===== src/hw/rtl/scfl_pkg.sv =====
package scfl_pkg;

    localparam int NUM_CLASSES_C = 36;
    localparam int MAX_SIZE_C    = 1024;
    localparam int CHUNK_BYTES_C = 4096;
    localparam int POOL_CHUNKS_C = 32;
    localparam int ADDR_W        = 17;
    localparam int LINK_W        = 15;
    localparam int IDX_W         = 14;
    localparam int CLS_W         = 6;
    localparam int BSZ_W         = 11;

    localparam logic [LINK_W-1:0] LINK_NULL = 15'h4000;

    localparam logic       CMD_ALLOC = 1'b0;
    localparam logic       CMD_FREE  = 1'b1;

    localparam logic [1:0] ST_DONE    = 2'd0;
    localparam logic [1:0] ST_ZERO    = 2'd1;
    localparam logic [1:0] ST_OVER    = 2'd2;
    localparam logic [1:0] ST_EXHAUST = 2'd3;

    typedef struct packed {
        logic        command;
        logic [15:0] req_size;
        logic [16:0] free_address;
    } t_req;

    typedef struct packed {
        logic [16:0] block_address;
        logic [1:0]  status;
    } t_rsp;

    // classified request passed from front to back
    typedef struct packed {
        logic             command;
        logic             special;
        logic [1:0]       status;
        logic [CLS_W-1:0] cls;
        logic [IDX_W-1:0] gran;
    } t_job;

    function automatic logic [BSZ_W-1:0] block_size(input logic [CLS_W-1:0] c);
        logic [BSZ_W-1:0] r;
        begin
            case (c)
                6'd0:  r = 11'd8;    6'd1:  r = 11'd16;   6'd2:  r = 11'd32;
                6'd3:  r = 11'd48;   6'd4:  r = 11'd64;   6'd5:  r = 11'd96;
                6'd6:  r = 11'd128;  6'd7:  r = 11'd144;  6'd8:  r = 11'd160;
                6'd9:  r = 11'd176;  6'd10: r = 11'd192;  6'd11: r = 11'd224;
                6'd12: r = 11'd256;  6'd13: r = 11'd288;  6'd14: r = 11'd320;
                6'd15: r = 11'd352;  6'd16: r = 11'd384;  6'd17: r = 11'd416;
                6'd18: r = 11'd480;  6'd19: r = 11'd512;
                default: begin
                    if (c >= 6'd35) r = 11'd1024;
                    else r = BSZ_W'(11'd544 + 11'(c - 6'd20) * 11'd32);
                end
            endcase
            return r;
        end
    endfunction

    // smallest class holding size (1..1024)
    function automatic logic [CLS_W-1:0] size_class(input logic [10:0] s);
        logic [CLS_W-1:0] r;
        begin
            if (s <= 11'd8) r = 6'd0;
            else if (s <= 11'd16) r = 6'd1;
            else if (s <= 11'd64) r = CLS_W'((s + 11'd15) >> 4) - 6'd0 + 6'd0;
            else r = 6'd0;
            if (s > 11'd16 && s <= 11'd64) begin
                // 32,48,64 -> 2,3,4
                r = CLS_W'(((s + 11'd15) >> 4)) ;
            end
            if (s > 11'd64 && s <= 11'd96) r = 6'd5;
            else if (s > 11'd96 && s <= 11'd128) r = 6'd6;
            else if (s > 11'd128 && s <= 11'd256) begin
                if (s <= 11'd192) r = CLS_W'(((s + 11'd15) >> 4) - 11'd2);
                else if (s <= 11'd224) r = 6'd11;
                else r = 6'd12;
            end else if (s > 11'd256 && s <= 11'd416) begin
                r = CLS_W'(((s + 11'd31) >> 5) + 11'd4);
            end else if (s > 11'd416 && s <= 11'd480) r = 6'd18;
            else if (s > 11'd480) r = CLS_W'(((s + 11'd31) >> 5) + 11'd3);
            return r;
        end
    endfunction

endpackage


===== src/hw/rtl/scfl_front.sv =====
module scfl_front (
    input  logic          i_clk,
    input  logic          i_rst_n,
    input  logic          i_valid,
    output logic          o_ready,
    input  scfl_pkg::t_req i_req,
    output logic          o_valid,
    input  logic          i_ready,
    output scfl_pkg::t_job o_job
);
    import scfl_pkg::*;

    localparam int QD = 2;

    t_job       r_q [QD];
    logic [1:0] r_cnt;
    logic       r_rd;
    t_job       w_job;
    logic       w_push, w_pop;

    always_comb begin
        w_job         = '0;
        w_job.command = i_req.command;
        w_job.gran    = i_req.free_address[3 +: IDX_W];
        w_job.cls     = size_class(i_req.req_size[10:0]);
        if (i_req.req_size == 16'd0) begin
            w_job.special = 1'b1;
            w_job.status  = ST_ZERO;
        end else if (i_req.req_size > 16'(MAX_SIZE_C)) begin
            w_job.special = 1'b1;
            w_job.status  = ST_OVER;
        end
    end

    assign o_ready = (r_cnt != 2'd2);
    assign o_valid = (r_cnt != 2'd0);
    assign o_job   = r_q[r_rd];
    assign w_push  = i_valid && o_ready;
    assign w_pop   = o_valid && i_ready;

    always_ff @(posedge i_clk) begin
        if (!i_rst_n) begin
            r_cnt <= '0;
            r_rd  <= 1'b0;
        end else begin
            if (w_push) r_q[r_rd ^ r_cnt[0] ^ (w_pop ? 1'b0 : 1'b0)] <= w_job;
            if (w_pop) r_rd <= ~r_rd;
            r_cnt <= r_cnt + 2'(w_push) - 2'(w_pop);
        end
    end
endmodule


===== config.mk =====
export PLATFORM = sky130hd
export DESIGN_NAME = scfl_front
export DESIGN_NICKNAME = d
export VERILOG_FILES = /design/src/hw/rtl/scfl_pkg.sv /design/src/hw/rtl/scfl_front.sv
export SDC_FILE = /design/constraint.sdc
export NUM_CORES = 1
export LEC_CHECK = 0
export BUFFER_PORTS_ARGS = -buffer_cell sky130_fd_sc_hd__buf_2
export CORE_UTILIZATION = 53
export DETAILED_ROUTE_END_ITERATION = 10
export PLACE_DENSITY = 0.84
export REMOVE_ABC_BUFFERS = 1
export SLEW_MARGIN = 20
export SYNTH_ARGS = -nofsm -noshare
export SYNTH_HDL_FRONTEND = slang
export SYNTH_SLANG_ARGS = --single-unit

===== constraint.sdc =====
create_clock -name i_clk -period 2.88 [get_ports i_clk]
set_input_delay 0.432 -clock i_clk [delete_from_list [all_inputs] [get_ports i_clk]]
set_output_delay 0.432 -clock i_clk [all_outputs]
set_load 0.005 [all_outputs]

## After elaboration in Yosys (flattened, before gate mapping)

Memory sizes are Yosys's and may differ from the RTL's. A register that Yosys moved wholly into a read port is not among the register bits.
Cells that the tools add are included.

- Flip-flop bits (word level): 3
- RAM bits: 48
- Output and inout bits: 26
- Logic and storage cells: 60
- Memories: 1

- Add/subtract/negate cells: 7
- $lt $le $gt $ge: 18
- Equality and inequality tests: 1
- Multiplexer cells: 19
- Bitwise gates (word level): 2
- Reduce and logical (&&, ||, !) cells: 10

Memories:

| memory | depth | width | rd ports | clocked after Yosys merged registers in | wr ports | line | text |
|---|---|---|---|---|---|---|---|
| r_q | 2 | 24 | 1 | 1 | 1 | scfl_front.sv:15 | `t_job r_q [QD];` |

Operator list:

| kind | count |
|---|---|
| $mux W6 | 11 |
| $gt A11 B9 Y1 const B | 3 |
| $le A11 B8 Y1 const B | 3 |
| $le A11 B9 Y1 const B | 3 |
| $gt A11 B7 Y1 const B | 2 |
| $le A11 B7 Y1 const B | 2 |
| $gt A16 B11 Y1 const B | 1 |
| $logic_not A16 Y1 | 1 |
| $add A11 B5 Y11 const B | 1 |
| $gt A11 B5 Y1 const B | 1 |
| $gt A11 B8 Y1 const B | 1 |
| $le A11 B4 Y1 const B | 1 |
| $le A11 B5 Y1 const B | 1 |
| $add A10 B4 Y10 const B | 1 |
| $mux W3 | 3 |
| $logic_and A1 B1 Y1 | 8 |
| $add A6 B2 Y6 const B | 1 |
| $add A6 B3 Y6 const B | 1 |
| $sub A6 B2 Y6 const B | 1 |
| $mux W1 | 5 |
| $add A2 B1 Y2 | 1 |
| $ne A2 B2 Y1 const B | 1 |
| $reduce_bool A2 Y1 | 1 |
| $sub A2 B1 Y2 | 1 |
| 2 further kinds | 2 |

## Logic depth before layout (Yosys ltp)

Gate-level depths: netlist (run 1).

- Word-level depth: 11
- Mapped depth: 9
- Depth with buffers taken out: 8

## Worst setup path after synthesis (run 1)

Ideal clock, no wire load.

- Kind: input to register
- Start point: in i_req[17] (netlist name)
- End point: mem r_q[0][18] (netlist name), data pin
- Arrival: 2.234 ns
- Data required time: 2.713 ns
- Slack: 0.478 ns
- Stages: 9
- Path buffers: 1
- Path through: or4_1 -> buf_2 -> o21ai_1 -> xnor2_1 -> inv_1 -> ha_1 -> inv_1 -> a221o_1 -> a211oi_2

RTL lines:

| what | line | text |
|---|---|---|
| start, declared | scfl_front.sv:6 | `input scfl_pkg::t_req i_req,` |
| end, declared | scfl_front.sv:15 |  |

==> run_results.csv, run 1 <==
group,metric,value,unit
run_status,outcome,"finished clean",
placement,placed_cell_area,0.00311,mm²
layout,fin_nets,320,
clock_network,cts_resized,0,
grt,antenna_found_initial,0,
yosys,synthXorXnorAreaFrac,4.52,%
sta,whs,323,ps
setup_path,reg2reg_slack,1020,ps
pwr,cellLeakagePower,1.18,nW
yosys,yosysWarnings,0,
setup_path,worstSetupEndpointType,"flop",
die,start_util,56.3,%
sta,finalCriticalPeriod,2360,ps
pwr,intPower,1.53,mW
clock_network,postCtsSetupBuffers,0,
routing,firstDrtPassIters,5,
grt,overflow,0,
setup_path,reg2reg_depth,4,
die,ioPinCount,64,
sta,fin_crit_sh,81.9,%
placement,gp_congestion,0.923,
layout,drive_above_1_share,41.0,%
sta,grt_setup_unrepaired,"false",
pwr,share_seq_of_total_power,48.8,%
yosys,syn_area,0.00271,mm²
grt,grt_pass1_vias,1864,
layout,final_common_cell,"buf_2",
yosys,netlist_instances,214,
setup_path,cp.arrival,2490,ps
clock_network,clock-sinks,52,
yosys,synth_top_family_by_area,"compound AO/OA/AOI/OAI gates",
worst_hold_path,worstHoldPathCells,1,
sta,final-hold-violation-count,0,
grt,grt_usage,20.0,%
yosys,synth_edf_count,48,
sta,fmax,424,MHz
yosys,async_flop_share,0,%
grt,grt_pass1_wl,8240,µm
yosys,synth_flop_cell,"edfxtp_1",
layout,fill_cells,379,
die,coreArea,0.00482,mm²
clock_network,cts_max_level,2,
layout,utilization,66.8,%
grt,grt_max_degree,20,
layout,antennaDiodeCount,0,
routing,post_drt_via_cell_ratio,5.56,
pwr,power_density,650,mW/mm²
yosys,synth_compound_area_share,11.9,%
sta,relSlewSlack,55.2,%
pwr,comb_power_share,28.4,%
sta,worst_slew_pin_slew,669,ps
routing,finalWirelength,5180,µm
setup_path,worstSetupPathType,"in -> reg",
die,die_x,73.5,µm
layout,design_area,0.00322,mm²
yosys,yosys-mux-area-fraction,9.96,%
worst_hold_path,hold_path.class,"in -> reg",
yosys,yosysUniqueCellTypes,49,
placement,place_hpwl,3800,µm
routing,vias,1919,
sta,tns,0,ps
clock_network,cts_made_buffers,5,
pwr,swShare,26.8,%
routing,wire_per_inst,15.0,µm
sta,fin_skew,6.84,ps
die,die_h,73.5,µm
layout,area_growth,18.6,%
layout,mostFrequentLayoutCells,"buf_2 (60), edfxtp_1 (48), mux2_2 (24)",
yosys,synthAdderAreaFrac,2.68,%
clock_network,clkSlewWorstSetupHoldPaths,90,ps
yosys,synth_seq_cells,52,
pwr,p_sw,561,µW
clock_network,holdBufCountCts,0,
yosys,synth_simple_gate_area_share,11.7,%
sta,slew_viol_final,0,
pwr,p_clk_share,22.8,%
die,die_area,0.00541,mm²
die,rows,25,
clock_network,cts-root-buf,"clkbuf_8",
flow_run,maxCapViolations,0,
yosys,yosysSeqAreaShare,56.1,%
routing,ant_nets,0,
placement,io_buffer_count,60,
routing,drt_iter0_drc,115,
yosys,syn_area_per_cell,12.7,µm²
setup_path,worstPathRequired,3010,ps
setup_path,startpoint_type,"input port",
clock_network,clk_path_buf_depth,2,
pwr,ir_worst_vdd,0.254,mV
routing,drcViolationCount,0,
clock_network,worst_skew_pair.late_latency,300,ps
sta,setup_violations,0,
setup_path,crit_fanout,4,
clock_network,cts_tree,"done",
==> cells by family (layout without fill, tap and decap cells) <==
group                      after synthesis  in the layout
DFF                                     52             52
adders and majority gates                6              6
xor gates and xnor gates                14             14
muxes                                   24             24
and+or+nand+nor                         58             58
buffers and inverters                   20             84
AOI/OAI and AO/OA                       40             40
==> area by class of cell <==
type / instances / area [µm²] / share of cell area [%]
clock inverter: 3 / 42.5 / 1.32
sequential: 52 / 1520 / 47.3
multi-input combinational: 142 / 1110 / 34.5
timing repair buffer: 68 / 360 / 11.2
inverter: 8 / 30.0 / 0.933
tap: 67 / 83.8 / 2.61
clock buffer: 5 / 68.8 / 2.14
==> power groups by stage <==
stage               Sequential, mW  Combinational (mW)  Clock (mW)
floorplan                     1.04               0.348           0
global placement              1.03               0.581           0
detailed placement            1.04               0.594           0
CTS                           1.02               0.601       0.486
global route                  1.03               0.661       0.504
finish                        1.02               0.593       0.477
==> metal layers <==
metal | global-route usage [%] | part of all wire (%)
met5 | 0 | 0
met4 | 7.69 | 2.2
met3 | 4.39 | 6.4
met2 | 37.0 | 52
met1 | 22.2 | 40
==> synth_stat cells, types with 2 or more instances <==
cell type / n / area share [%]
nand2b_1: 4 / 0.92
inv_1: 8 / 1.1
nor2_1: 11 / 1.5
xor2_1: 2 / 0.65
o221ai_1: 2 / 0.65
nand3_1: 3 / 0.55
or4_1: 2 / 0.55
a21oi_1: 10 / 1.8
a31oi_1: 4 / 0.92
nand2_1: 13 / 1.8
buf_2: 3 / 0.55
nor4_1: 3 / 0.69
edfxtp_1: 48 / 53
xnor2_1: 12 / 3.9
dfxtp_1: 4 / 3.0
nor3_2: 2 / 0.74
o21ai_0: 3 / 0.55
nor3_1: 5 / 0.92
and2_1: 5 / 1.2
or2_2: 5 / 1.2
mux2_2: 24 / 10
a221o_1: 2 / 0.74
clkbuf_1: 7 / 0.97
ha_1: 5 / 2.3
nor2b_1: 3 / 0.69
==> worst paths after layout <==
kind	start	to
max	i_req[17]	r_q[0][18]
min reg2reg	r_rd	flop
max reg2reg	r_cnt[0]	r_q[1][23]
min	i_req[14]	r_q[0][11]
==> metrics by stage <==
stage,setup WS (ps),total power [mW],std cells
after floorplan,319,1.39,202
after global routing,444,2.20,345
after detailed placement,271,1.63,337
final,522,2.09,345
after global placement,339,1.61,337
after CTS,551,2.11,345
==> flip-flops by register name, summed over array words and instances (netlist names), named ones only <==
register / flops
r_cnt: 2
r_q: 48
r_rd: 1
==> critical path: stages <==
cell and delay [ps]:
buf_2 130, or4_1 590, o21ai_1 230, xnor2_1 160, inv_1 100, ha_1 220, inv_1 60, a221o_1 330
a211oi_2 220
Power figures use the tool's default switching activity.
==> inputs of run 2 (changes only) <==
==> constraint.sdc (replaced) <==
create_clock -name i_clk -period 2.3 [get_ports i_clk]
set_input_delay 0.345 -clock i_clk [delete_from_list [all_inputs] [get_ports i_clk]]
set_output_delay 0.345 -clock i_clk [all_outputs]
set_load 0.005 [all_outputs]
==> run 2 against run 1 <==
  * Final cell count rose by 4.9%
  * Critical path depth unchanged
  * Worst setup slack got worse by 430 ps
  * Clock power is 6.3% higher
  * Clock skew decreased by 2.5 ps
  * Non-clock buffer count up 17
  * Total power rose by 22%
  * Die area unchanged
  * Sequential cell count did not move
  * Critical endpoint unchanged
==> run_results.csv, run 2 (synthesis gave the netlist of run 1 again) <==
group,metric,value,unit
run_status,outcome,"finished clean",
grt,grt_usage,20.8,%
grt,antenna_found_initial,0,
die,start_util,56.3,%
sta,relSlewSlack,57.3,%
grt,grt_pass1_wl,8380,µm
layout,antennaDiodeCount,0,
layout,utilization,69.0,%
die,rows,25,
layout,mostFrequentLayoutCells,"buf_2 (60), edfxtp_1 (48), buf_4 (25)",
die,coreArea,0.00482,mm²
routing,firstDrtPassIters,5,
clock_network,clkSlewWorstSetupHoldPaths,90,ps
routing,drt_iter0_drc,102,
setup_path,cp.arrival,2340,ps
setup_path,reg2reg_depth,8,
layout,area_growth,22.5,%
worst_hold_path,worstHoldPathCells,1,
worst_hold_path,hold_path.class,"in -> reg",
die,die_h,73.5,µm
setup_path,startpoint_type,"input port",
layout,final_common_cell,"buf_2",
routing,wire_per_inst,15.3,µm
grt,grt-busiest-layer,"met2",
sta,fin_skew,4.34,ps
clock_network,clk_path_buf_depth,2,
placement,place_hpwl,4150,µm
sta,worst_slew_pin_slew,624,ps
clock_network,cts_tree,"done",
setup_path,cpPeakStageDelay,570,ps
grt,overflow,0,
setup_path,path_cells,"buf_2, or4_1, o21ai_1, xnor2_1, inv_1, ha_1, inv_1, a221o_1, a211oi_2",
setup_path,crit_fanout,3,
routing,finalWirelength,5520,µm
setup_path,worstSetupEndpointType,"flop",
clock_network,clock-sinks,52,
grt,use_met3,3.57,%
setup_path,path_delay_family,"compound AO/OA/AOI/OAI gates",
sta,slew_viol_final,0,
clock_network,cts_made_buffers,5,
placement,place_ws,-183,ps
layout,drive_above_1_share,44.4,%
layout,largest_reg_flops,48,
setup_path,worstSetupPathType,"in -> reg",
clock_network,cts_resized,0,
grt,grt_pass1_vias,1867,
die,ioPinCount,64,
clock_network,cts_max_level,2,
sta,grt_setup_unrepaired,"false",
routing,ant_nets,0,
routing,drcViolationCount,0,
pwr,power_density,769,mW/mm²
setup_path,r2r-start,"r_cnt[1]",
sta,setup_violations,0,
placement,gp_congestion,0.845,
routing,post_drt_via_cell_ratio,5.46,
placement,io_buffer_count,60,
worst_hold_path,hold-path-endpoint,"r_q[0][6]",
grt,use_met1,24.9,%
pwr,cellLeakagePower,1.25,nW
sta,finalCriticalPeriod,2210,ps
sta,fmax,453,MHz
sta,final-hold-violation-count,0,
setup_path,crit_top_cell,"inv_1",
layout,fin_nets,337,
die,die_x,73.5,µm
pwr,ir_worst_vdd,0.340,mV
grt,grt_use_met2,37.5,%
grt,grt_max_degree,23,
setup_path,crit_slowest_cell,"or4_1",
sta,layout_setup_ws,94.6,ps
clock_network,holdBufCountCts,0,
clock_network,cts-root-buf,"clkbuf_8",
flow_run,maxCapViolations,0,
sta,fin_crit_sh,95.9,%
setup_path,worstPathBufferInverterCount,3,
setup_path,worstPathRequired,2430,ps
clock_network,postCtsSetupBuffers,0,
setup_path,reg2reg_slack,480,ps
die,die_area,0.00541,mm²
clock_network,worst_skew_pair.late_latency,300,ps
setup_path,r2r_end,"r_cnt[1]",
worst_hold_path,min-delay-start,"i_req[9]",
routing,vias,1976,
==> run 2: cell types whose count changed in the layout (fill, tap and decap cells not counted), sizes merged <==
cell,delta
bufinv,-1
clkinvlp,+1
buf,+17
clkbuf,+1
clkinv,-1
==> run 2: worst max path at each step <==
stage	start	end	slack [ps]	cells after the start
2_1_floorplan	i_req[17]	r_q[0][18]	-170	8
3_3_place_gp	i_req[17]	r_q[0][18]	-80	9
3_5_place_dp	i_req[17]	r_q[1][18]	-180	9
4_1_cts	i_req[17]	r_q[0][18]	130	9
5_1_grt	i_req[17]	r_q[0][18]	2	9
6_report	i_req[17]	r_q[0][18]	90	9
==> run 2: area by class of cell <==
class / instances / area, µm²
Fill cell: 357 / 1500
Clock inverter: 2 / 16.3
Sequential cell: 52 / 1520
Multi-Input combinational cell: 142 / 1110
Timing Repair Buffer: 85 / 488
Tap cell: 67 / 83.8
Inverter: 8 / 30.0
Clock buffer: 6 / 72.6
==> run 2: worst reg2reg max path, delay by kind of cell (launching register included) <==
| family | cells | cell delay, ps |
|---|---|---|
| flip-flops | 1 | 340 |
| adder cells (fa/ha/maj) | 2 | 450 |
| AND/OR/NAND/NOR | 3 | 630 |
| buffers and inverters | 1 | 40 |
| XOR/XNOR | 2 | 270 |
==> run 2: power breakdown <==
part,total [mW],switching [mW],internal (mW)
Combinational,0.787,0.391,0.396
Sequential,1.26,0.0517,1.21
Clock,0.507,0.290,0.217
==> run 2: routing by layer <==
| metal | share of wire, % | up-vias |
|---|---|---|
| met5 | 0 | - |
| met3 | 5.1 | 4 |
| li1 | - | 966 |
| met1 | 42 | 937 |
| met4 | 1.0 | 0 |
| met2 | 52 | 69 |
==> run 2: through the flow <==
| stage | cells | cell area (µm²) | setup TNS [ps] | hold WS (ps) | power (mW) |
|---|---|---|---|---|---|
| 3_3_place_gp | 354 | 3230 | -498 | 533 | 2.03 |
| 2_1_floorplan | 202 | 2660 | -382 | 444 | 1.74 |
| 3_5_place_dp | 354 | 3230 | -1090 | 537 | 2.07 |
| 5_1_grt | 362 | 3320 | 0 | 217 | 2.68 |
| 6_report | 362 | 3320 | 0 | 226 | 2.55 |
| 4_1_cts | 362 | 3320 | 0 | 215 | 2.58 |
